File: src/rtl/core/fft_pkg.sv
// Shared types and codes for the first-fit region table.
package fft_pkg;

	localparam int KEY_W  = 32;
	localparam int ADDR_W = 16;
	localparam int MEMB_W = 17;

	typedef enum logic [2:0] {
		ACT_STORE  = 3'd0,
		ACT_LOOKUP = 3'd1,
		ACT_ERASE  = 3'd2,
		ACT_COPY   = 3'd3,
		ACT_RENAME = 3'd4,
		ACT_LFREE  = 3'd5,
		ACT_PACK   = 3'd6,
		ACT_NOP    = 3'd7
	} action_t;

	typedef enum logic [2:0] {
		ST_OK       = 3'd0,
		ST_NO_SPACE = 3'd1,
		ST_EXISTS   = 3'd2,
		ST_NOTFOUND = 3'd3,
		ST_FULL     = 3'd4
	} status_t;

	typedef struct packed {
		logic [2:0]        action;
		logic [KEY_W-1:0]  name_key;
		logic [KEY_W-1:0]  new_name_key;
		logic [ADDR_W-1:0] request_length;
	} req_t;

	typedef struct packed {
		logic [2:0]        status;
		logic [ADDR_W-1:0] start_address;
		logic [ADDR_W-1:0] region_length;
		logic [MEMB_W-1:0] largest_gap;
	} rsp_t;

endpackage

File: src/rtl/core/first_fit_region_table_top.sv
// First-fit region table: top level with sequencer and entry memory.
//
//  channel   signals                       direction  notes
//  request   start, busy, req              in/out     taken when start && !busy
//  result    done, rsp                     out        one-cycle strobe, no stall
//  config    cfg_we, cfg_data              in         memory_bytes, written at once
//
// One request at a time. Each pass over the table reads one entry at a time, in a read
// state and a check state, from the entry memory (one write port, registered read); the
// duplicate key scan streams one entry per cycle. Busy is shortest for a no-op, or for
// pack or largest free on an empty table, and longest for copy (key scan, gap scan,
// duplicate scan, insert search/shift).
// Reset clears the entry count and the sequencer; memory contents are never
// cleared, only entries below the count are read.
// The result strobe cannot be held off; busy drops in the cycle after it.
module first_fit_region_table_top #(
	parameter int MAX_ENTRIES = 32
) (
	input  logic                  clk,
	input  logic                  arst_n,
	input  logic                  start,
	output logic                  busy,
	input  fft_pkg::req_t         req,
	output logic                  done,
	output fft_pkg::rsp_t         rsp,
	input  logic                  cfg_we,
	input  logic [16:0]           cfg_data
);
	import fft_pkg::*;

	localparam int IW = (MAX_ENTRIES > 1) ? $clog2(MAX_ENTRIES) : 1;
	localparam int CW = $clog2(MAX_ENTRIES + 1);
	localparam int EW = KEY_W + 2 * ADDR_W;
	localparam int SW = ADDR_W + CW;
	localparam logic [MEMB_W-1:0] SPAN = MEMB_W'(1) << ADDR_W;
	localparam logic [SW-1:0]     SUM_SPAN = SW'(1) << ADDR_W;

	typedef struct packed {
		logic [KEY_W-1:0]  key;
		logic [ADDR_W-1:0] st;
		logic [ADDR_W-1:0] len;
	} ent_t;

	typedef enum logic [4:0] {
		S_IDLE, S_KRD, S_KCHK, S_K2RD, S_K2CHK,
		S_GRD, S_GCHK, S_GTAIL,
		S_PRD, S_PCHK, S_SHRD, S_SHWR, S_INS,
		S_ERD, S_EWR, S_REN, S_PKRD, S_PKWR, S_DONE
	} state_t;

	// entry memory
	ent_t mem [MAX_ENTRIES];
	logic          we;
	logic [IW-1:0] waddr, raddr;
	ent_t          wdata, rdata;
	always_ff @(posedge clk) begin
		if (we) mem[waddr] <= wdata;
		rdata <= mem[raddr];
	end

	state_t            state_q;
	logic [MEMB_W-1:0] memb_q;
	logic [CW-1:0]     cnt_q, idx_q;
	req_t              req_q;
	logic [ADDR_W-1:0] len_q;       // length to place
	logic [KEY_W-1:0]  pkey_q;      // key to place
	logic [IW-1:0]     fidx_q;
	ent_t              fent_q;
	logic [MEMB_W-1:0] pend_q;      // end of previous entry
	logic [MEMB_W-1:0] best_q;
	logic [ADDR_W-1:0] where_q;
	logic              fit_q;
	logic [SW-1:0]     sum_q;       // running pack address, wide enough for all lengths
	rsp_t              rsp_q;
	logic              done_q;

	logic [MEMB_W-1:0] lim, rst_ext, rend, gap;
	logic              gap_ok;
	assign lim     = (memb_q < SPAN) ? memb_q : SPAN;
	assign rst_ext = MEMB_W'(rdata.st);
	assign rend    = rst_ext + MEMB_W'(rdata.len);
	assign gap     = rst_ext - pend_q;
	assign gap_ok  = (rst_ext >= pend_q) && (gap >= MEMB_W'(len_q))
		&& (pend_q + MEMB_W'(len_q) <= lim);

	logic [IW-1:0] idx_a;
	assign idx_a = idx_q[IW-1:0];

	always_comb begin
		raddr = idx_a;
		we    = 1'b0;
		waddr = idx_a;
		wdata = rdata;
		unique case (state_q)
			S_SHWR: begin
				we = 1'b1;
				waddr = IW'(idx_q + CW'(1));
			end
			S_INS: begin
				we = 1'b1;
				wdata = '{key: pkey_q, st: where_q, len: len_q};
			end
			S_EWR: begin
				we = 1'b1;
				waddr = IW'(idx_q - CW'(1));
			end
			S_REN: begin
				we = 1'b1;
				waddr = fidx_q;
				wdata = '{key: req_q.new_name_key, st: fent_q.st, len: fent_q.len};
			end
			S_PKWR: begin
				we = 1'b1;
				wdata.st = (sum_q < SUM_SPAN) ? sum_q[ADDR_W-1:0] : {ADDR_W{1'b1}};
			end
			default: ;
		endcase
	end

	always_ff @(posedge clk or negedge arst_n) begin
		if (!arst_n) begin
			state_q <= S_IDLE;
			memb_q  <= SPAN;
			cnt_q   <= '0;
			done_q  <= 1'b0;
		end else begin
			done_q <= 1'b0;
			if (cfg_we) memb_q <= cfg_data;
			unique case (state_q)
				S_IDLE: if (start && !busy) begin
					req_q  <= req;
					rsp_q  <= '0;
					idx_q  <= '0;
					fit_q  <= 1'b0;
					len_q  <= req.request_length;
					pkey_q <= req.name_key;
					unique case (action_t'(req.action))
						ACT_LFREE: begin
							best_q <= lim;
							pend_q <= '0;
							// empty table: the whole memory is one gap
							if (cnt_q == '0) rsp_q.largest_gap <= lim;
							state_q <= (cnt_q == '0) ? S_DONE : S_GRD;
						end
						ACT_PACK: begin
							sum_q <= '0;
							state_q <= (cnt_q == '0) ? S_DONE : S_PKRD;
						end
						ACT_NOP: state_q <= S_DONE;
						ACT_STORE: begin
							pend_q <= '0;
							fit_q  <= 1'b0;
							if (MEMB_W'(req.request_length) > lim) begin
								rsp_q.status <= ST_NO_SPACE;
								state_q <= S_DONE;
							end else if (cnt_q == '0) begin
								where_q <= '0; fit_q <= 1'b1;
								state_q <= S_K2RD;
							end else state_q <= S_GRD;
						end
						default: state_q <= (cnt_q == '0) ? S_KCHK : S_KRD;
					endcase
				end
				// scan for name_key
				S_KRD: state_q <= S_KCHK;
				S_KCHK: begin
					if (idx_q < cnt_q && rdata.key == req_q.name_key) begin
						fidx_q <= idx_a; fent_q <= rdata;
						state_q <= S_K2RD;
					end else if (idx_q + CW'(1) < cnt_q) begin
						idx_q <= idx_q + CW'(1); state_q <= S_KRD;
					end else state_q <= S_K2RD;
					if (!(idx_q < cnt_q && rdata.key == req_q.name_key)
						&& !(idx_q + CW'(1) < cnt_q)) begin
						rsp_q.status <= ST_NOTFOUND;
						state_q <= S_DONE;
					end
				end
				// key found or space found, dispatch
				S_K2RD: begin
					if (req_q.action == ACT_STORE || fit_q) begin
						// space found for store or copy: duplicate check next
						idx_q <= '0; state_q <= S_K2CHK;
					end else begin
						rsp_q.start_address <= fent_q.st;
						rsp_q.region_length <= fent_q.len;
						unique case (action_t'(req_q.action))
							ACT_LOOKUP: state_q <= S_DONE;
							ACT_ERASE: begin
								idx_q <= CW'(fidx_q) + CW'(1);
								state_q <= S_ERD;
							end
							ACT_COPY: begin
								rsp_q.start_address <= '0;
								rsp_q.region_length <= '0;
								if (fent_q.len == '0) state_q <= S_DONE;
								else if (MEMB_W'(fent_q.len) > lim) begin
									rsp_q.status <= ST_NO_SPACE; state_q <= S_DONE;
								end else begin
									len_q <= fent_q.len;
									pkey_q <= req_q.new_name_key;
									pend_q <= '0; fit_q <= 1'b0; idx_q <= '0;
									state_q <= S_GRD;
								end
							end
							default: begin // rename
								rsp_q.start_address <= '0;
								rsp_q.region_length <= '0;
								pkey_q <= req_q.new_name_key;
								idx_q <= '0; state_q <= S_K2CHK;
							end
						endcase
					end
				end
				// duplicate scan on pkey_q (rdata holds the entry whose read was issued in the cycle before)
				S_K2CHK: begin
					if (cnt_q == '0) begin
						state_q <= S_PRD;
					end else if (idx_q != '0 && rdata.key == pkey_q) begin
						rsp_q.status <= ST_EXISTS; state_q <= S_DONE;
					end else if (idx_q < cnt_q) begin
						idx_q <= idx_q + CW'(1);
					end else begin
						if (req_q.action == ACT_RENAME) state_q <= S_REN;
						else if (cnt_q == CW'(MAX_ENTRIES)) begin
							rsp_q.status <= ST_FULL; state_q <= S_DONE;
						end else begin
							idx_q <= '0; state_q <= S_PRD;
						end
					end
				end
				S_REN: begin
					rsp_q.start_address <= fent_q.st;
					rsp_q.region_length <= fent_q.len;
					state_q <= S_DONE;
				end
				// gap scan: first fit or largest free
				S_GRD: state_q <= S_GCHK;
				S_GCHK: begin
					if (req_q.action == ACT_LFREE) begin
						if (idx_q == '0) begin
							if (rst_ext < best_q) best_q <= rst_ext;
						end else if (rst_ext > pend_q && gap > best_q) best_q <= gap;
						pend_q <= rend;
						if (idx_q + CW'(1) < cnt_q) begin
							idx_q <= idx_q + CW'(1); state_q <= S_GRD;
						end else state_q <= S_GTAIL;
					end else begin
						if (idx_q == '0 ? (rst_ext >= MEMB_W'(len_q)) : gap_ok) begin
							where_q <= (idx_q == '0) ? '0 : pend_q[ADDR_W-1:0];
							fit_q <= 1'b1;
							idx_q <= '0; state_q <= S_K2RD;
						end else begin
							pend_q <= rend;
							if (idx_q + CW'(1) < cnt_q) begin
								idx_q <= idx_q + CW'(1); state_q <= S_GRD;
							end else state_q <= S_GTAIL;
						end
					end
				end
				S_GTAIL: begin
					if (req_q.action == ACT_LFREE) begin
						if (lim > pend_q && lim - pend_q > best_q)
							rsp_q.largest_gap <= lim - pend_q;
						else rsp_q.largest_gap <= best_q;
						state_q <= S_DONE;
					end else if (pend_q <= lim && lim - pend_q >= MEMB_W'(len_q)) begin
						where_q <= pend_q[ADDR_W-1:0]; fit_q <= 1'b1;
						idx_q <= '0; state_q <= S_K2RD;
					end else begin
						rsp_q.status <= ST_NO_SPACE; state_q <= S_DONE;
					end
				end
				// insert position: first entry with start > where
				S_PRD: state_q <= (cnt_q == '0) ? S_INS : S_PCHK;
				S_PCHK: begin
					if (rdata.st > where_q) begin
						fidx_q <= idx_a; idx_q <= cnt_q - CW'(1);
						state_q <= S_SHRD;
					end else if (idx_q + CW'(1) < cnt_q) begin
						idx_q <= idx_q + CW'(1); state_q <= S_PRD;
					end else begin
						idx_q <= cnt_q; state_q <= S_INS;
					end
				end
				// shift up from the top down to fidx
				S_SHRD: state_q <= S_SHWR;
				S_SHWR: begin
					if (idx_q[IW-1:0] == fidx_q) state_q <= S_INS;
					else begin
						idx_q <= idx_q - CW'(1); state_q <= S_SHRD;
					end
				end
				S_INS: begin
					cnt_q <= cnt_q + CW'(1);
					rsp_q.status <= ST_OK;
					rsp_q.start_address <= where_q;
					rsp_q.region_length <= len_q;
					state_q <= S_DONE;
				end
				// erase: shift down
				S_ERD: begin
					if (idx_q < cnt_q) state_q <= S_EWR;
					else begin
						cnt_q <= cnt_q - CW'(1); state_q <= S_DONE;
					end
				end
				S_EWR: begin
					idx_q <= idx_q + CW'(1); state_q <= S_ERD;
				end
				// pack
				S_PKRD: state_q <= S_PKWR;
				S_PKWR: begin
					sum_q <= sum_q + SW'(rdata.len);
					if (idx_q + CW'(1) < cnt_q) begin
						idx_q <= idx_q + CW'(1); state_q <= S_PKRD;
					end else state_q <= S_DONE;
				end
				S_DONE: begin
					done_q  <= 1'b1;
					state_q <= S_IDLE;
				end
				default: state_q <= S_IDLE;
			endcase
		end
	end

	assign busy = (state_q != S_IDLE) || done_q;
	assign done = done_q;
	assign rsp  = rsp_q;

endmodule

File: config.mk
export PLATFORM = sky130hd
export DESIGN_NAME = first_fit_region_table_top
export DESIGN_NICKNAME = d
export VERILOG_FILES = /design/src/rtl/core/fft_pkg.sv /design/src/rtl/core/first_fit_region_table_top.sv
export SDC_FILE = /design/constraint.sdc
export NUM_CORES = 2
export LEC_CHECK = 0
export BUFFER_PORTS_ARGS = -buffer_cell sky130_fd_sc_hd__buf_4
export CORE_ASPECT_RATIO = 0.8
export CORE_UTILIZATION = 30
export CTS_CLUSTER_SIZE = 24
export DETAILED_ROUTE_END_ITERATION = 8
export GPL_TIMING_DRIVEN = 0
export PLACE_DENSITY = 0.46
export RECOVER_POWER = 50
export REMOVE_ABC_BUFFERS = 1
export SYNTH_ARGS = -nofsm -noshare
export SYNTH_HDL_FRONTEND = slang
export SYNTH_SLANG_ARGS = --single-unit
File: constraint.sdc
create_clock -name clk -period 10 [get_ports clk]
set_input_delay 0.5 -clock clk [delete_from_list [all_inputs] [get_ports clk]]
set_output_delay 0.5 -clock clk [all_outputs]
set_load 0.05 [all_outputs]
# Word-level counts from Yosys, hierarchy flattened
# Memory sizes are Yosys's and may differ from the RTL's. A register that Yosys moved wholly into a read port is not among the register bits.
# Index checks and enable logic that the tools add are counted.
# Widths: inputs -> output; s select.
# word_totals
wordCells,321
reg_bits,312
output_inout_bits,54
n_memories,1
ram_bits,2048
# op_classes
n_addsub,10
eq_ne,72
muxes,144
n_lt_le_gt_ge,18
reduce_logical,54
# mem_list
memory,words,word_bits,rd,rd_clocked_by_memory_dff,write_ports,line_no,rtl
mem,32,64,1,1,1,first_fit_region_table_top.sv:52,ent_t mem [MAX_ENTRIES];
# ops
cell,count
$mux 17,19
$mux 16,15
$pmux 32 s2,3
$mux 32,5
$pmux 32 s4,1
$mux 6,19
$pmux 16 s3,2
$mux 5,19
$pmux 5 s17,1
$pmux 17 s2,2
$eq 32x32->1,2
$pmux 16 s2,2
$pmux 6 s10,1
$mux 52,1
$gt 16x17->1,3
$gt 17x17->1,3
$pmux 17 s3,1
$mux 3,16
$ne 2x2->1 const B,24
$mux 22,2
$pmux 22 s2,1
$eq 5x4->1 const B,8
$mux 35,1
$ge 17x16->1,2
60 further kinds,145

# Logic depth before layout (Yosys ltp)
# depth
word_depth,8
mapped_depth,24
ltp_nobuf,22

# Worst setup path after synthesis
# Ideal clock, no wire load.
# synth_path
kind,register -> register
from,reg idx_q[1]
to,"mem mem[4][0] (netlist name), enable pin"
t_required_ps,9436
arrival_time_ps,6988
stages_incl_launch_ff,10
path_slack_ps,2447
path_buffers,3
cell_sequence,edfxtp_1 -> clkbuf_1 -> inv_2 -> clkbuf_1 -> buf_1 -> ha_1 -> a22o_1 -> a311oi_1 -> nand2_1 -> nor3_1
# synth_via
elab_chain_len,2
# synth_lines
item,line_no,rtl
start: declaration,first_fit_region_table_top.sv:63,"logic [CW-1:0] cnt_q, idx_q;"
start signal: assignment,first_fit_region_table_top.sv:190,idx_q <= CW'(fidx_q) + CW'(1);
start signal: assignment,first_fit_region_table_top.sv:222,idx_q <= idx_q + CW'(1);
start signal: assignment,first_fit_region_table_top.sv:278,fidx_q <= idx_a; idx_q <= cnt_q - CW'(1);
$sub 6x1->6 or $add 6x1->6 (tied branches),-,
$pmux 5 s3 *,first_fit_region_table_top.sv:94,unique case (state_q)
end: declaration,first_fit_region_table_top.sv:52,
# Mark *: on every way between the ends. The rest lies on a longest branch, timed or not.

==> run metrics <==
status complete, but fails checks; failing checks DRC, capacitance limit, slew limit; area grow syn2layout 20.9%; dpl cells roughly 11000; worst-path maximum fanout approximately 50; sequential share of the synthesized area 0.704; row cnt roughly 190; post-synth top area share 0.685; Core Box Area between 300000 and 400000 sq um; CP peak stage delay roughly 1800 ps; via count between 50000 and 60000; Synth async-reset ratio 0.0120; Sw Pwr about 0.012 W; Critical Path AT around 8900 ps; full die area between 300000 and 400000 sq um; Worst-Skew Late Latency approximately 950 ps; WP buf/inv 7; Fmax 123 MHz; DIE HEIGHT ~520 microns; slowest cell on the critical path clkbuf_1; Sw Ratio 0.342; top-count cell post-synth edfxtp_1; Final Non-Filler Cells 11195; Critical Path Start Type flip-flop; most frequent cells after synthesis edfxtp_1 (2331), mux4_2 (437), nand2_1 (381), mux2i_1 (319), ha_1 (259); Stages on worst setup path 11; clk buf depth 4; WL per Instance roughly 30 microns; Detail Placement HPWL 232000 microns; final hold violations 0; DR top layer met5; worst setup margin roughly 1900 ps; initial DRC count roughly 6500; worst rel slew slack -1.40; reg2reg start idx_q[1]$_DFFE_PP_; Post-Place Cell Area roughly 120000 sq um; Reg clk slew, reported paths approximately 70 ps; Lkg Pwr ~42 nW; fin. max-slew vios 389; met2 wire length around 150000 microns; R2R depth 11; reg2reg end rdata[33]$_DFF_P_; top_reg_cell synth edfxtp_1; Final Cell Area 124000 sq um; RSZ-0062 raised after global routing false; number of global-route vias before repair 58912; top post-synthesis cells by area edfxtp_1 (68%), mux4_2 (9.6%), ha_1 (3.2%); number of distinct library cells after synthesis 86; PwrDens approximately 290 nW/um^2; crit end category flip-flop; leading area contributor after synthesis edfxtp_1; num ports ~160; fraction of layout cells with a size suffix above 1 0.192; Final Setup Violations 0; CTS tree yes; Sum Neg Setup Slack 0 ps; GRT Util Overall 0.192; post-route ant nets 0; global-route wire length before repair 463000 microns; Pre-Repair DR Iteration Count 9; via-per-instance ratio about 5.2; critical path startpoint idx_q[1]$_DFFE_PP_; Final GP Congestion around 0.86; # nets final between 6000 and 7000; Setup WS pre-CTS 3110 ps; port bufs 157; total gr overflow 0; Tmin final around 8100 ps; Yosys reg bits about 2400; Crit path max-delay family buffers and inverters; chip width 655 microns; DRC viols 34; DR WL met3 around 22000 microns; Setup Skew 126 ps; Comb pwr share 0.351; largest net degree at the start of global routing 67; M1 WL between 150000 and 200000 microns; Worst VDD drop ~0.17 mV; Clock Sinks 2424; Initial Util 0.302; crit share post-route 0.810; Crit Path Category reg -> reg; CTS buffer count ~250; Clock power frac 0.257; CTS root buffer clkbuf_16; internal power approximately 0.023 W; crit-path cells clkbuf_1 -> clkbuf_1 -> buf_16 -> buf_16 -> inv_8 -> buf_16 -> nand2_1 -> clkbuf_1 -> o22ai_1 -> o311ai_0 -> o221ai_1; Reg power frac 0.392; max cap viols 16; Routed WL around 330000 microns; final hold slack about 120 ps; hold crit path type in -> reg; R2R setup slack roughly 1900 ps; number of flops mapped to enable cells by yosys ~2300; # Post-CTS Setup Buffers 0; H-tree levels 4; Critical Path End rdata[33]$_DFF_P_; Yosys warnings 0; cell area after synthesis between 100000 and 150000 sq um; synthesized instance count 5882; data required time of the critical path 10740 ps; worst slew pin tran ~3600 ps; syn_area_per_cell about 17 sq um; initial antenna violation count 10
## through the flow
step / power, W / util
4_1_cts: 0.0360 / 0.368
5_1_grt: 0.0370 / 0.365
3_5_place_dp: 0.0268 / 0.342
6_report: 0.0354 / 0.365
3_3_place_gp: 0.0259 / 0.319
2_1_floorplan: 0.0221 / -
## cell type report
class	count	area (sq um)
Clock buffer	322	6650
Clock inverter	124	1120
Timing Repair Buffer	611	8740
Fill cell	31618	215000
Multi-Input combinational cell	2991	28700
Inverter	185	709
Tap cell	4535	5670
Antenna cell	3	7.51
Sequential cell	2424	72000
## layout by cell type (no fill, tap or decap), types with 45 or more instances in the layout
master and n:
nor3_1 52, xor2_1 55, a21o_1 98, a222oi_1 51, edfxtp_1 2331, ha_1 259, and2_1 52, a21oi_1 143
buf_16 127, nand3_1 61, dlygate4sd3_1 103, o221ai_1 99, buf_12 114, buf_6 51, o21ai_0 96, clkbuf_4 48
clkbuf_16 246, o22ai_1 72, clkinv_2 45, dfxtp_1 64, clkbuf_1 163, nand2_1 380, inv_1 180, nor2_1 182
mux4_2 437, mux2i_1 319, xnor2_1 93
## layer usage
metal / up-vias / global-route usage
met4: 2 / 0.0517
met5: - / 0
li1: 24971 / -
met3: 408 / 0.0345
met2: 1993 / 0.302
met1: 31120 / 0.273
## flip-flops by register name, summed over array words and instances (netlist names)
name,count
idx_q,6
memb_q,17
fent_q,32
len_q,16
rsp,52
pend_q,17
where_q,16
done,1
fidx_q,5
state_q,5
cnt_q,6
req_q,67
pkey_q,32
fit_q,1
mem,2048
best_q,17
sum_q,22
rdata,64
## worst min path at each step
stage,startpoint,slack [ps],cells past startpoint,endpoint
after floorplan,arst_n,200,0,cnt_q[0]$_DFFE_PN0P_
after global placement,memb_q[14]$_DFFE_PN0P_,490,1,memb_q[14]$_DFFE_PN0P_
after detailed placement,memb_q[14]$_DFFE_PN0P_,500,1,memb_q[14]$_DFFE_PN0P_
after CTS,start,50,3,req_q[80]$_DFFE_PP_
after global routing,start,90,3,req_q[80]$_DFFE_PP_
final,start,120,3,req_q[80]$_DFFE_PP_
## kinds of logic (layout without fill, tap and decap cells)
| kind of cell | Yosys count | in the layout | share of synthesized area |
|---|---|---|---|
| flip-flops | 2424 | 2424 | 0.704 |
| multiplexers | 783 | 783 | 0.130 |
| AND/OR/NAND/NOR | 940 | 940 | 0.0421 |
| XOR/XNOR | 148 | 148 | 0.0127 |
| adder cells (fa/ha/maj) | 264 | 264 | 0.0327 |
| other | 0 | 3 | 0 |
| AO/OA/AOI/OAI | 856 | 856 | 0.0601 |
| buffers and inverters | 467 | 1242 | 0.0177 |
## tightest hold or removal path, stage by stage
cell and delay, ps:
buf_4 110, nand2_1 50, nor2_1 110
## what timing repair did
item,4_1_cts,5_1_grt
gates resized for setup,0,0
hold buffers,103,0
setup endpoints to repair,0,0
hold endpoints to repair,161,0
## power groups by stage
stage	Combinational, W	Sequential (W)	Clock (W)
detailed placement	0.0127	0.0141	0
floorplan	0.00776	0.0144	0
global route	0.0134	0.0139	0.00965
finish	0.0124	0.0139	0.00910
global placement	0.0109	0.0151	0
CTS	0.0128	0.0139	0.00928
(Power assumes the default switching activity.)
